## src/rtl/tlbdp_pkg.sv

```systemverilog
`timescale 1ns / 1ps

package tlbdp_pkg;

    // Fixed address format.
    localparam int VA_WIDTH       = 16;
    localparam int PA_WIDTH       = 16;
    // Page number bits left above the narrowest supported offset.
    localparam int RAW_PAGE_WIDTH = 12;
    localparam int RAW_PAGE_MAX   = (1 << RAW_PAGE_WIDTH) - 1;
    // Quotient bits of the raw page number over the smallest page count.
    localparam int MOD_STEPS      = 8;

    // Defaults for the top-level parameters.
    localparam int DEF_TLB_ENTRIES     = 16;
    localparam int DEF_PAGE_COUNT      = 256;
    localparam int DEF_OFFSET_WIDTH    = 8;
    localparam int DEF_USE_COUNT_WIDTH = 16;

    typedef enum logic [2:0] {
        ST_CLEAR,
        ST_IDLE,
        ST_LOOKUP,
        ST_SCAN,
        ST_UPDATE,
        ST_FINISH
    } tlbdp_state_t;

    typedef struct packed {
        logic capture;
        logic lookup;
        logic scan_step;
        logic update;
        logic load_out;
        logic clear_step;
    } tlbdp_cmd_t;

    typedef struct packed {
        logic hit;
        logic scan_last;
        logic clear_last;
    } tlbdp_status_t;

endpackage

```

## src/rtl/tlbdp_ctrl.sv

```systemverilog
`timescale 1ns / 1ps

module tlbdp_ctrl (
    input  logic                    clk,
    input  logic                    rst_n,
    input  logic                    in_valid,
    input  logic                    out_stall,
    input  tlbdp_pkg::tlbdp_status_t status,
    output logic                    in_stall,
    output logic                    out_valid,
    output tlbdp_pkg::tlbdp_cmd_t   cmd
);
    import tlbdp_pkg::*;

    tlbdp_state_t state_reg;
    tlbdp_state_t state_next;
    logic         out_valid_reg;
    logic         out_valid_next;
    logic         out_free;

    // The output register can take a new item when empty or being drained now.
    assign out_free  = !out_valid_reg || !out_stall;
    assign out_valid = out_valid_reg;

    always_ff @(posedge clk or negedge rst_n)
    begin
        if (!rst_n)
        begin
            state_reg     <= ST_CLEAR;
            out_valid_reg <= 1'b0;
        end
        else
        begin
            state_reg     <= state_next;
            out_valid_reg <= out_valid_next;
        end
    end

    always_comb
    begin
        state_next = state_reg;
        unique case (state_reg)
            ST_CLEAR:
            begin
                if (status.clear_last)
                    state_next = ST_IDLE;
            end
            ST_IDLE:
            begin
                if (in_valid)
                    state_next = ST_LOOKUP;
            end
            ST_LOOKUP:
            begin
                if (status.hit)
                    state_next = ST_FINISH;
                else
                    state_next = ST_SCAN;
            end
            ST_SCAN:
            begin
                if (status.scan_last)
                    state_next = ST_UPDATE;
            end
            ST_UPDATE:
            begin
                state_next = ST_FINISH;
            end
            ST_FINISH:
            begin
                if (out_free)
                    state_next = in_valid ? ST_LOOKUP : ST_IDLE;
            end
            default:
            begin
                state_next = ST_IDLE;
            end
        endcase

        out_valid_next = out_valid_reg && out_stall;
        if (state_reg == ST_FINISH && out_free)
            out_valid_next = 1'b1;
    end

    always_comb
    begin
        cmd      = '0;
        in_stall = 1'b1;
        unique case (state_reg)
            ST_CLEAR:  cmd.clear_step = 1'b1;
            ST_IDLE:   in_stall       = 1'b0;
            ST_LOOKUP: cmd.lookup     = 1'b1;
            ST_SCAN:   cmd.scan_step  = 1'b1;
            ST_UPDATE: cmd.update     = 1'b1;
            ST_FINISH:
            begin
                if (out_free)
                begin
                    cmd.load_out = 1'b1;
                    in_stall     = 1'b0;
                end
            end
            default:   in_stall       = 1'b1;
        endcase
        cmd.capture = in_valid && !in_stall;
    end

endmodule

```

## src/rtl/tlbdp_datapath.sv

```systemverilog
`timescale 1ns / 1ps

module tlbdp_datapath #(
    parameter int TLB_ENTRIES     = tlbdp_pkg::DEF_TLB_ENTRIES,
    parameter int PAGE_COUNT      = tlbdp_pkg::DEF_PAGE_COUNT,
    parameter int OFFSET_WIDTH    = tlbdp_pkg::DEF_OFFSET_WIDTH,
    parameter int USE_COUNT_WIDTH = tlbdp_pkg::DEF_USE_COUNT_WIDTH
) (
    input  logic                             clk,
    input  logic                             rst_n,
    input  tlbdp_pkg::tlbdp_cmd_t            cmd,
    input  logic [tlbdp_pkg::VA_WIDTH-1:0]   virtual_address,
    output tlbdp_pkg::tlbdp_status_t         status,
    output logic [tlbdp_pkg::PA_WIDTH-1:0]   physical_address,
    output logic                             tlb_hit,
    output logic                             page_fault
);
    import tlbdp_pkg::*;

    localparam int IDX_W = $clog2(TLB_ENTRIES);
    localparam int PW    = $clog2(PAGE_COUNT);
    localparam int NFW   = $clog2(PAGE_COUNT + 1);
    localparam int CW    = USE_COUNT_WIDTH;
    localparam logic [CW-1:0] CNT_MAX = {CW{1'b1}};

    // Page number modulo the page count by restoring subtraction of the
    // shifted constant; the quotient has at most MOD_STEPS bits.
    function automatic logic [RAW_PAGE_WIDTH-1:0] page_mod(
        input logic [RAW_PAGE_WIDTH-1:0] raw
    );
        logic [RAW_PAGE_WIDTH-1:0] r;
        r = raw;
        for (int k = MOD_STEPS - 1; k >= 0; k--)
        begin
            if ((PAGE_COUNT << k) <= RAW_PAGE_MAX)
            begin
                if (r >= RAW_PAGE_WIDTH'(PAGE_COUNT << k))
                    r = r - RAW_PAGE_WIDTH'(PAGE_COUNT << k);
            end
        end
        return r;
    endfunction

    logic [RAW_PAGE_WIDTH-1:0] page_raw;
    logic [RAW_PAGE_WIDTH-1:0] page_rem;
    logic [PW-1:0]             page_in;

    logic [PW-1:0]             page_reg;
    logic [OFFSET_WIDTH-1:0]   offset_reg;

    // TLB entries: tags are compared in parallel, one frame and one count
    // are read through the entry index.
    logic [PW-1:0]             tag_reg   [TLB_ENTRIES];
    logic [PW-1:0]             frame_reg [TLB_ENTRIES];
    logic [TLB_ENTRIES-1:0]    valid_reg;
    logic [CW-1:0]             count_reg [TLB_ENTRIES];

    // Page table.
    logic [PW-1:0]             pt_frame_mem   [PAGE_COUNT];
    logic                      pt_present_mem [PAGE_COUNT];
    logic [PW-1:0]             pt_frame_q;
    logic                      pt_present_q;
    logic [PW-1:0]             pt_wr_addr;
    logic                      pt_present_wr;
    logic [PW-1:0]             clear_idx_reg;

    logic [NFW-1:0]            nff_reg;
    logic [PW-1:0]             alloc_frame;
    logic [PW-1:0]             miss_frame;
    logic                      fault;

    logic                      hit_any;
    logic [IDX_W-1:0]          hit_idx;

    logic [IDX_W-1:0]          scan_idx_reg;
    logic [IDX_W-1:0]          best_idx_reg;
    logic [CW-1:0]             best_cnt_reg;

    logic [PW-1:0]             res_frame_reg;
    logic                      res_hit_reg;
    logic                      res_fault_reg;
    logic [31:0]               phys_wide;

    assign page_raw = RAW_PAGE_WIDTH'(virtual_address >> OFFSET_WIDTH);
    assign page_rem = page_mod(page_raw);
    assign page_in  = page_rem[PW-1:0];

    always_ff @(posedge clk)
    begin
        if (cmd.capture)
        begin
            page_reg   <= page_in;
            offset_reg <= virtual_address[OFFSET_WIDTH-1:0];
        end
    end

    // Lowest matching entry wins.
    always_comb
    begin
        hit_any = 1'b0;
        hit_idx = '0;
        for (int k = TLB_ENTRIES - 1; k >= 0; k--)
        begin
            if (valid_reg[k] && tag_reg[k] == page_reg)
            begin
                hit_any = 1'b1;
                hit_idx = IDX_W'(k);
            end
        end
    end

    // A frame number equal to the page count wraps to zero.
    assign alloc_frame = (nff_reg == NFW'(PAGE_COUNT)) ? '0 : nff_reg[PW-1:0];
    assign miss_frame  = pt_present_q ? pt_frame_q : alloc_frame;
    assign fault       = !pt_present_q;

    assign status.hit        = hit_any;
    assign status.scan_last  = (scan_idx_reg == IDX_W'(TLB_ENTRIES - 1));
    assign status.clear_last = (clear_idx_reg == PW'(PAGE_COUNT - 1));

    // Page table: one write port, one registered read port.
    assign pt_wr_addr    = cmd.clear_step ? clear_idx_reg : page_reg;
    assign pt_present_wr = !cmd.clear_step;

    always_ff @(posedge clk)
    begin
        if (cmd.clear_step || (cmd.update && fault))
            pt_present_mem[pt_wr_addr] <= pt_present_wr;
        if (cmd.capture)
            pt_present_q <= pt_present_mem[page_in];
    end

    always_ff @(posedge clk)
    begin
        if (cmd.update && fault)
            pt_frame_mem[page_reg] <= alloc_frame;
        if (cmd.capture)
            pt_frame_q <= pt_frame_mem[page_in];
    end

    always_ff @(posedge clk or negedge rst_n)
    begin
        if (!rst_n)
        begin
            clear_idx_reg <= '0;
            nff_reg       <= '0;
        end
        else
        begin
            if (cmd.clear_step)
                clear_idx_reg <= clear_idx_reg + 1'b1;
            if (cmd.update && fault && nff_reg != NFW'(PAGE_COUNT))
                nff_reg <= nff_reg + 1'b1;
        end
    end

    // Victim search: one use count compared per cycle, strict less-than keeps
    // the lowest index on ties. Counts do not change until the update.
    always_ff @(posedge clk)
    begin
        if (cmd.lookup)
        begin
            scan_idx_reg <= IDX_W'(1);
            best_idx_reg <= '0;
            best_cnt_reg <= count_reg[0];
        end
        else if (cmd.scan_step)
        begin
            scan_idx_reg <= scan_idx_reg + 1'b1;
            if (count_reg[scan_idx_reg] < best_cnt_reg)
            begin
                best_idx_reg <= scan_idx_reg;
                best_cnt_reg <= count_reg[scan_idx_reg];
            end
        end
    end

    always_ff @(posedge clk)
    begin
        if (cmd.update)
        begin
            tag_reg[best_idx_reg]   <= page_reg;
            frame_reg[best_idx_reg] <= miss_frame;
        end
    end

    always_ff @(posedge clk or negedge rst_n)
    begin
        if (!rst_n)
        begin
            valid_reg <= '0;
            for (int k = 0; k < TLB_ENTRIES; k++)
                count_reg[k] <= '0;
        end
        else
        begin
            for (int k = 0; k < TLB_ENTRIES; k++)
            begin
                if (cmd.update && best_idx_reg == IDX_W'(k))
                    valid_reg[k] <= 1'b1;
                if ((cmd.lookup && hit_any && hit_idx == IDX_W'(k)) ||
                    (cmd.update && best_idx_reg == IDX_W'(k)))
                begin
                    if (count_reg[k] != CNT_MAX)
                        count_reg[k] <= count_reg[k] + 1'b1;
                end
            end
        end
    end

    always_ff @(posedge clk)
    begin
        if (cmd.lookup && hit_any)
        begin
            res_frame_reg <= frame_reg[hit_idx];
            res_hit_reg   <= 1'b1;
            res_fault_reg <= 1'b0;
        end
        else if (cmd.update)
        begin
            res_frame_reg <= miss_frame;
            res_hit_reg   <= 1'b0;
            res_fault_reg <= fault;
        end
    end

    assign phys_wide = (32'(res_frame_reg) << OFFSET_WIDTH) | 32'(offset_reg);

    always_ff @(posedge clk)
    begin
        if (cmd.load_out)
        begin
            physical_address <= phys_wide[PA_WIDTH-1:0];
            tlb_hit          <= res_hit_reg;
            page_fault       <= res_fault_reg;
        end
    end

endmodule

```

## src/rtl/tlb_translate_with_demand_paging.sv

```systemverilog
`timescale 1ns / 1ps

// Translates a 16-bit virtual address through a fully associative TLB with
// least-frequently-used replacement, falling back to a demand-paged page
// table that hands out frames in order on first touch. Each item gives one
// result with the physical address, a TLB hit flag and a page fault flag.
// A TLB hit goes through the tag compare followed by the result register.
// A miss also runs the victim search, which compares one entry's use
// count per cycle before the entry is rewritten. The page table read is
// issued as the item is accepted and overlaps the lookup. After reset the
// block clears the page-present memory and accepts no item until it is
// done. A finished result may wait in the output register while the next
// item is taken in.
module tlb_translate_with_demand_paging #(
    parameter int TLB_ENTRIES     = tlbdp_pkg::DEF_TLB_ENTRIES,
    parameter int PAGE_COUNT      = tlbdp_pkg::DEF_PAGE_COUNT,
    parameter int OFFSET_WIDTH    = tlbdp_pkg::DEF_OFFSET_WIDTH,
    parameter int USE_COUNT_WIDTH = tlbdp_pkg::DEF_USE_COUNT_WIDTH
) (
    input  logic                           clk,
    input  logic                           rst_n,
    input  logic                           in_valid,
    output logic                           in_stall,
    input  logic [tlbdp_pkg::VA_WIDTH-1:0] virtual_address,
    output logic                           out_valid,
    input  logic                           out_stall,
    output logic [tlbdp_pkg::PA_WIDTH-1:0] physical_address,
    output logic                           tlb_hit,
    output logic                           page_fault
);
    import tlbdp_pkg::*;

    tlbdp_cmd_t    cmd;
    tlbdp_status_t status;

    tlbdp_ctrl u_ctrl (
        .clk       (clk),
        .rst_n     (rst_n),
        .in_valid  (in_valid),
        .out_stall (out_stall),
        .status    (status),
        .in_stall  (in_stall),
        .out_valid (out_valid),
        .cmd       (cmd)
    );

    tlbdp_datapath #(
        .TLB_ENTRIES     (TLB_ENTRIES),
        .PAGE_COUNT      (PAGE_COUNT),
        .OFFSET_WIDTH    (OFFSET_WIDTH),
        .USE_COUNT_WIDTH (USE_COUNT_WIDTH)
    ) u_datapath (
        .clk              (clk),
        .rst_n            (rst_n),
        .cmd              (cmd),
        .virtual_address  (virtual_address),
        .status           (status),
        .physical_address (physical_address),
        .tlb_hit          (tlb_hit),
        .page_fault       (page_fault)
    );

endmodule

```

## config.mk

```make
export PLATFORM = sky130hd
export DESIGN_NAME = tlb_translate_with_demand_paging
export DESIGN_NICKNAME = d
export VERILOG_FILES = /design/src/rtl/tlbdp_pkg.sv /design/src/rtl/tlbdp_ctrl.sv /design/src/rtl/tlbdp_datapath.sv /design/src/rtl/tlb_translate_with_demand_paging.sv
export SDC_FILE = /design/constraint.sdc
export NUM_CORES = 2
export LEC_CHECK = 0
export BUFFER_PORTS_ARGS = -buffer_cell sky130_fd_sc_hd__buf_4
export CAP_MARGIN = 10
export CELL_PAD_IN_SITES_DETAIL_PLACEMENT = 0
export CELL_PAD_IN_SITES_GLOBAL_PLACEMENT = 1
export CORE_MARGIN = 1
export CORE_UTILIZATION = 56
export CTS_CLUSTER_DIAMETER = 80
export DETAILED_ROUTE_END_ITERATION = 10
export GPL_ROUTABILITY_DRIVEN = 1
export GPL_TIMING_DRIVEN = 0
export MAX_ROUTING_LAYER = met4
export PLACE_DENSITY = 0.9
export SETUP_SLACK_MARGIN = 0.5
export SKIP_CTS_REPAIR_TIMING = 1
export SLEW_MARGIN = 40
export SYNTH_ARGS = -nofsm -noshare
export SYNTH_HDL_FRONTEND = slang
export SYNTH_SLANG_ARGS = --single-unit
```

## constraint.sdc

```tcl
create_clock -name clk -period 11.2 [get_ports clk]
set_clock_uncertainty 0.2 [all_clocks]
set_input_delay 3.36 -clock clk [delete_from_list [all_inputs] [get_ports clk]]
set_output_delay 3.36 -clock clk [all_outputs]
set_load 0.02 [all_outputs]
```

# Word level (Yosys, flattened, before mapping)
# Memory sizes are Yosys's and may differ from the RTL's. A register that Yosys moved wholly into a read port is not among the register bits.
# Index checks and enable logic that the tools add are counted.
# word_totals
ff_bits	361
ramBits	2560
in_bits	20
output_inout_bits	20
elab_cells	328
memories	4
# op_classes
add_sub_neg	23
order_cmp	6
n_eq_ne	75
n_mux	69
n_bitwise	2
reduce_logical	102
# mem_list
memory	words	width	rd	rd_clocked_by_memory_dff	wr	line	rtl
u_datapath.pt_frame_mem	256	8	1	1	1	tlbdp_datapath.sv:59	logic [PW-1:0] pt_frame_mem [PAGE_COUNT];
u_datapath.pt_present_mem	256	1	1	1	1	tlbdp_datapath.sv:60	logic pt_present_mem [PAGE_COUNT];
u_datapath.frame_reg	16	8	1	0	1	tlbdp_datapath.sv:54	logic [PW-1:0] frame_reg [TLB_ENTRIES];
u_datapath.tag_reg	16	8	16	0	1	tlbdp_datapath.sv:53	logic [PW-1:0] tag_reg [TLB_ENTRIES];
# ops
operator	count
16-bit by 1-bit adder with 16-bit output, second input constant	16
16-bit != test, second input constant	16
8-bit equality test	16
16-bit two-way mux	5
4-bit equality test, second input constant	17
16-bit binary-select mux with 4-bit select	1
4-bit two-way mux	16
1-bit logical AND	54
8-bit two-way mux	6
12-bit two-way mux	3
2-bit AND reduction	18
4-bit by 3-bit equality test with 1-bit output, second input constant	8
1-bit two-way mux	30
1-bit logical OR	18
3-bit case mux with 6 select lines	1
4-bit by 2-bit equality test with 1-bit output, second input constant	4
16-bit less-than comparator	1
16-bit by 8-bit OR with 16-bit output	1
3-bit two-way mux	5
12-bit by 10-bit >= comparator with 1-bit output, second input constant	1
12-bit by 11-bit >= comparator with 1-bit output, second input constant	1
12-bit by 9-bit >= comparator with 1-bit output, second input constant	1
8-bit by 12-bit >= comparator with 1-bit output, second input constant	1
12-bit by 10-bit subtractor with 12-bit output, second input constant	1
24 further kinds	36

# Logic depth before layout (Yosys ltp)
# An unclocked memory read counts as a cell.
# logic_depth
depth_word	23
ltp_mapped	17
depth_no_buf	13

# Modules after synthesis
# Synthesis repeated with hierarchy kept, for this count alone.
# hier_totals
cells_unflattened	6177
area_unflattened_um2	119183.1
# modules_own_cells
module	instances	cells_each	area_per_inst_um2	seq_area_each_um2
tlbdp_datapath	1	6137	118846.5	86317.8
tlbdp_ctrl	1	40	336.6	100.1

# Worst setup path before layout
# Ideal clock, no wire load.
# synth_timing
kind	reg2reg
start	reg u_datapath.nff_reg[0]
end	mem u_datapath.pt_frame_mem[0][1] in the netlist's numbering, data pin
setup_ps	1585
arrival_ps	7699
required_ps	9415
setup_slack_ps	1716
stages_incl_launch_ff	5
n_path_buf	0
synth_period_minus_slack_ps	9484
cell_sequence	dfrtp_1 -> inv_1 -> ha_1 -> nor4b_1 -> a21oi_1
# synth_between
elab_chain_len	2
# synth_rtl
element	line	rtl
from (decl)	tlbdp_datapath.sv:67	logic [NFW-1:0] nff_reg;
from (signal assigned)	tlbdp_datapath.sv:153	nff_reg <= nff_reg + 1'b1;
9-bit equality test	tlbdp_datapath.sv:113	assign alloc_frame = (nff_reg == NFW'(PAGE_COUNT)) ? '0 : nff_reg[PW-1:0];
8-bit two-way mux	tlbdp_datapath.sv:113	
named net u_datapath.alloc_frame[1]	tlbdp_datapath.sv:68	logic [PW-1:0] alloc_frame;
to (decl)	tlbdp_datapath.sv:59	
# The timed path passes the listed nets, and every way through them passes these cells.

# Worst setup path after layout
# layout_timing
start	in out_stall
end	out in_stall
# layout_between
elab_chain_len	4
# layout_rtl
element	line	rtl
from (decl)	tlb_translate_with_demand_paging.sv:26	input logic out_stall,
1-bit logical NOT	tlbdp_ctrl.sv:22	assign out_free = !out_valid_reg || !out_stall;
1-bit logical OR	tlbdp_ctrl.sv:22	
1-bit two-way mux	tlbdp_ctrl.sv:97	if (out_free)
1-bit case mux with 2 select lines	tlbdp_ctrl.sv:89	unique case (state_reg)
to (decl)	tlb_translate_with_demand_paging.sv:23	output logic in_stall,
# No other way between the ends.

==> run metrics <==
leading post-synthesis cells by cell area=edfxtp_1 (66%), mux4_2 (16%), dfrtp_1 (6.2%); Critical Path RT=7640 ps; sequential share of the synthesized area=72.6%; Synth top area share=66.3%; drt first pass iters=10; post-synth top area cell=edfxtp_1; Critical Path AT=3890 ps; max FFs per register=2048; worst slew pin tran=1060 ps; Clock Sinks=2930; IO Pins=40; CTS root buffer=clkbuf_16; worst hold path depth=0; Tcrit/Tclk final=66.6%; Max Fclk=0.134 GHz; class of the worst hold path=register to register; Crit path top cell by count=buf_4; Worst Setup Slack, final=3750 ps; R2R cell count=16; gr busiest metal=met2; Worst-path clk slew=50 ps; Max-slew headroom=29.3%; crit path cell chain=buf_4 -> nand3_1 -> nand2_1 -> buf_4; H-tree levels=5; CP Capture Type=output pin; dpl cells=9125; Layout Nets=6676; Cell Pwr Density=177 nW/um^2; die area=214000 sq um; Tot GR Track Use=32.7%; R2R setup slack=5070 ps; initial core utilization=56.6%; FFs w/ async S/R, synth=10.0%; minimum clock period=7450 ps; predominant post-synthesis flop cell=edfxtp_1; GPL Wtd Cong=0.967; library cells used by synthesis=78; CP max-delay cell=buf_4; maximum VDD drop=0.000176 V; CTS max path bufs=4; antenna violations before repair=22; largest net degree at the start of global routing=74; number of synthesized flops with an enable pin=2627; crit path buf inv count=2; DPL Wire Length=215000 microns; Detailed Route WL=341000 microns; Wirelength per Cell=35.3 microns; Final Power=23800 uW; TritonCTS buffer count=297; RSZ-0062 raised after global routing=false; layout cells sized above 1=25.9%; Syn Inst Count=6183; post-route insts no fill=9649; average cell area after synthesis=19.2 sq um; Max-Cap Viols=0; Pleak=0.0485 uW; critical path depth in cells=4; DR vias/cell=6.94; via count=66900; core box area=210000 sq um; kind of critical path=primary input to output pin; Worst Path Max Fanout=3; PortBufs=39; top-count cell post-synth=edfxtp_1; number of global-route vias before repair=66600; GR Util met1=40.6%; fillers=13100; met3 usage=10.0%; outcome=finished with violations; DR iter-0 viols=11500; DRC Markers=2; CP max stage delay=190 ps; Layout area overhead=13.1%; setup violators final=0; Setup crit start kind=primary input; ANT nets after route=0; CTS tree=built; Syn. warnings=0; GR Util met2=49.3%; critical path's top delay family=buffers and inverters; chip width=463 microns; DP Worst Slack=2900 ps; clock latency on the worst-skew pair=990 ps; first-pass GRT wire length=481000 microns; Slew Limit Fails=0; Cell Area, Synth=119000 sq um; Mapped Nets=6239; final hold vios=0; gr ovfl total=0; Row Count=168; Synth top cells by count=edfxtp_1 (2627), mux4_2 (845), nor2_1 (637); FF+latch count, synth=2930; failing checks=design-rule violations; die extent in y=463 microns
## cells by family (layout without fill, tap and decap cells)
| logic type | Yosys count | in the layout | share of synthesized area [%] |
|---|---|---|---|
| flip-flops | 2930 | 2930 | 72.6 |
| AND/OR/NAND/NOR | 1391 | 1391 | 5.33 |
| multiplexers | 899 | 899 | 16.5 |
| buffers and inverters | 378 | 1019 | 1.36 |
| XOR/XNOR | 371 | 371 | 2.74 |
| AO/OA/AOI/OAI | 178 | 178 | 1.10 |
| adder cells (fa/ha/maj) | 36 | 36 | 0.378 |
| other | 0 | 20 | 0 |
## per-stage QoR
stage	hold slack (ps)	util [%]	TNS, ps	cell area (sq um)
after floorplan	200	-	0	119000
after global placement	201	58.4	-3354570	123000
after detailed placement	205	59.4	0	125000
after CTS	212	63.9	0	134000
after global routing	218	63.9	0	135000
final	219	64.0	0	135000
## per-layer routing
layer | up-vias | share of wire, % | wire, microns
met5 | - | 0 | 0
met4 | 0 | 5.7 | 19500
met3 | 1158 | 14 | 46700
met2 | 5944 | 47 | 160000
met1 | 34200 | 33 | 114000
li1 | 25600 | - | -
## final cells by class
type / count / area, sq um / share of cell area (%)
Sequential cell: 2930 / 86400 / 64.2
Multi-Input combinational cell: 2875 / 31300 / 23.2
Clock buffer: 367 / 7930 / 5.89
Tap cell: 2805 / 3510 / 2.61
Timing Repair Buffer: 138 / 2140 / 1.59
Buffer: 325 / 1650 / 1.22
Clock inverter: 136 / 1380 / 1.03
Inverter: 53 / 199 / 0.148
Antenna cell: 20 / 50.0 / 0.0372
## cells in the final DEF, fill, tap and decap left out, drive strengths merged, types with 10 or more instances in the layout
master  count
dfrtp     293
a21oi      38
nor4       16
nor2      639
edfxtp   2627
and4       12
nand2     268
bufinv     28
or2        28
nand3     158
nand4      85
nor2b      18
clkinv     93
a22oi      18
clkbuf    574
ha         36
a22o       10
dfxtp      10
o21ai      27
mux2i      28
and3       49
buf       256
xor2       81
mux2       26
inv        59
mux4      845
a31oi      12
xnor2     290
and2       15
nor3       74
diode      20
## final timing paths
kind | startpoint | end
max | out_stall | in_stall
min | u_datapath.offset_reg[2] | u_datapath.physical_address[2]
max reg2reg | u_datapath.scan_idx_reg[0] | u_datapath.best_cnt_reg[9]
min reg2reg | u_datapath.offset_reg[2] | u_datapath.physical_address[2]
max in group asynchronous | rst_n | u_datapath.count_reg[10]
min in group asynchronous | rst_n | u_datapath.valid_reg[9]
## power breakdown
group          internal [uW]  switching [uW]
clock network           5660            4210
registers              12100            64.5
logic                    535            1220
(Power assumes the default switching activity.)
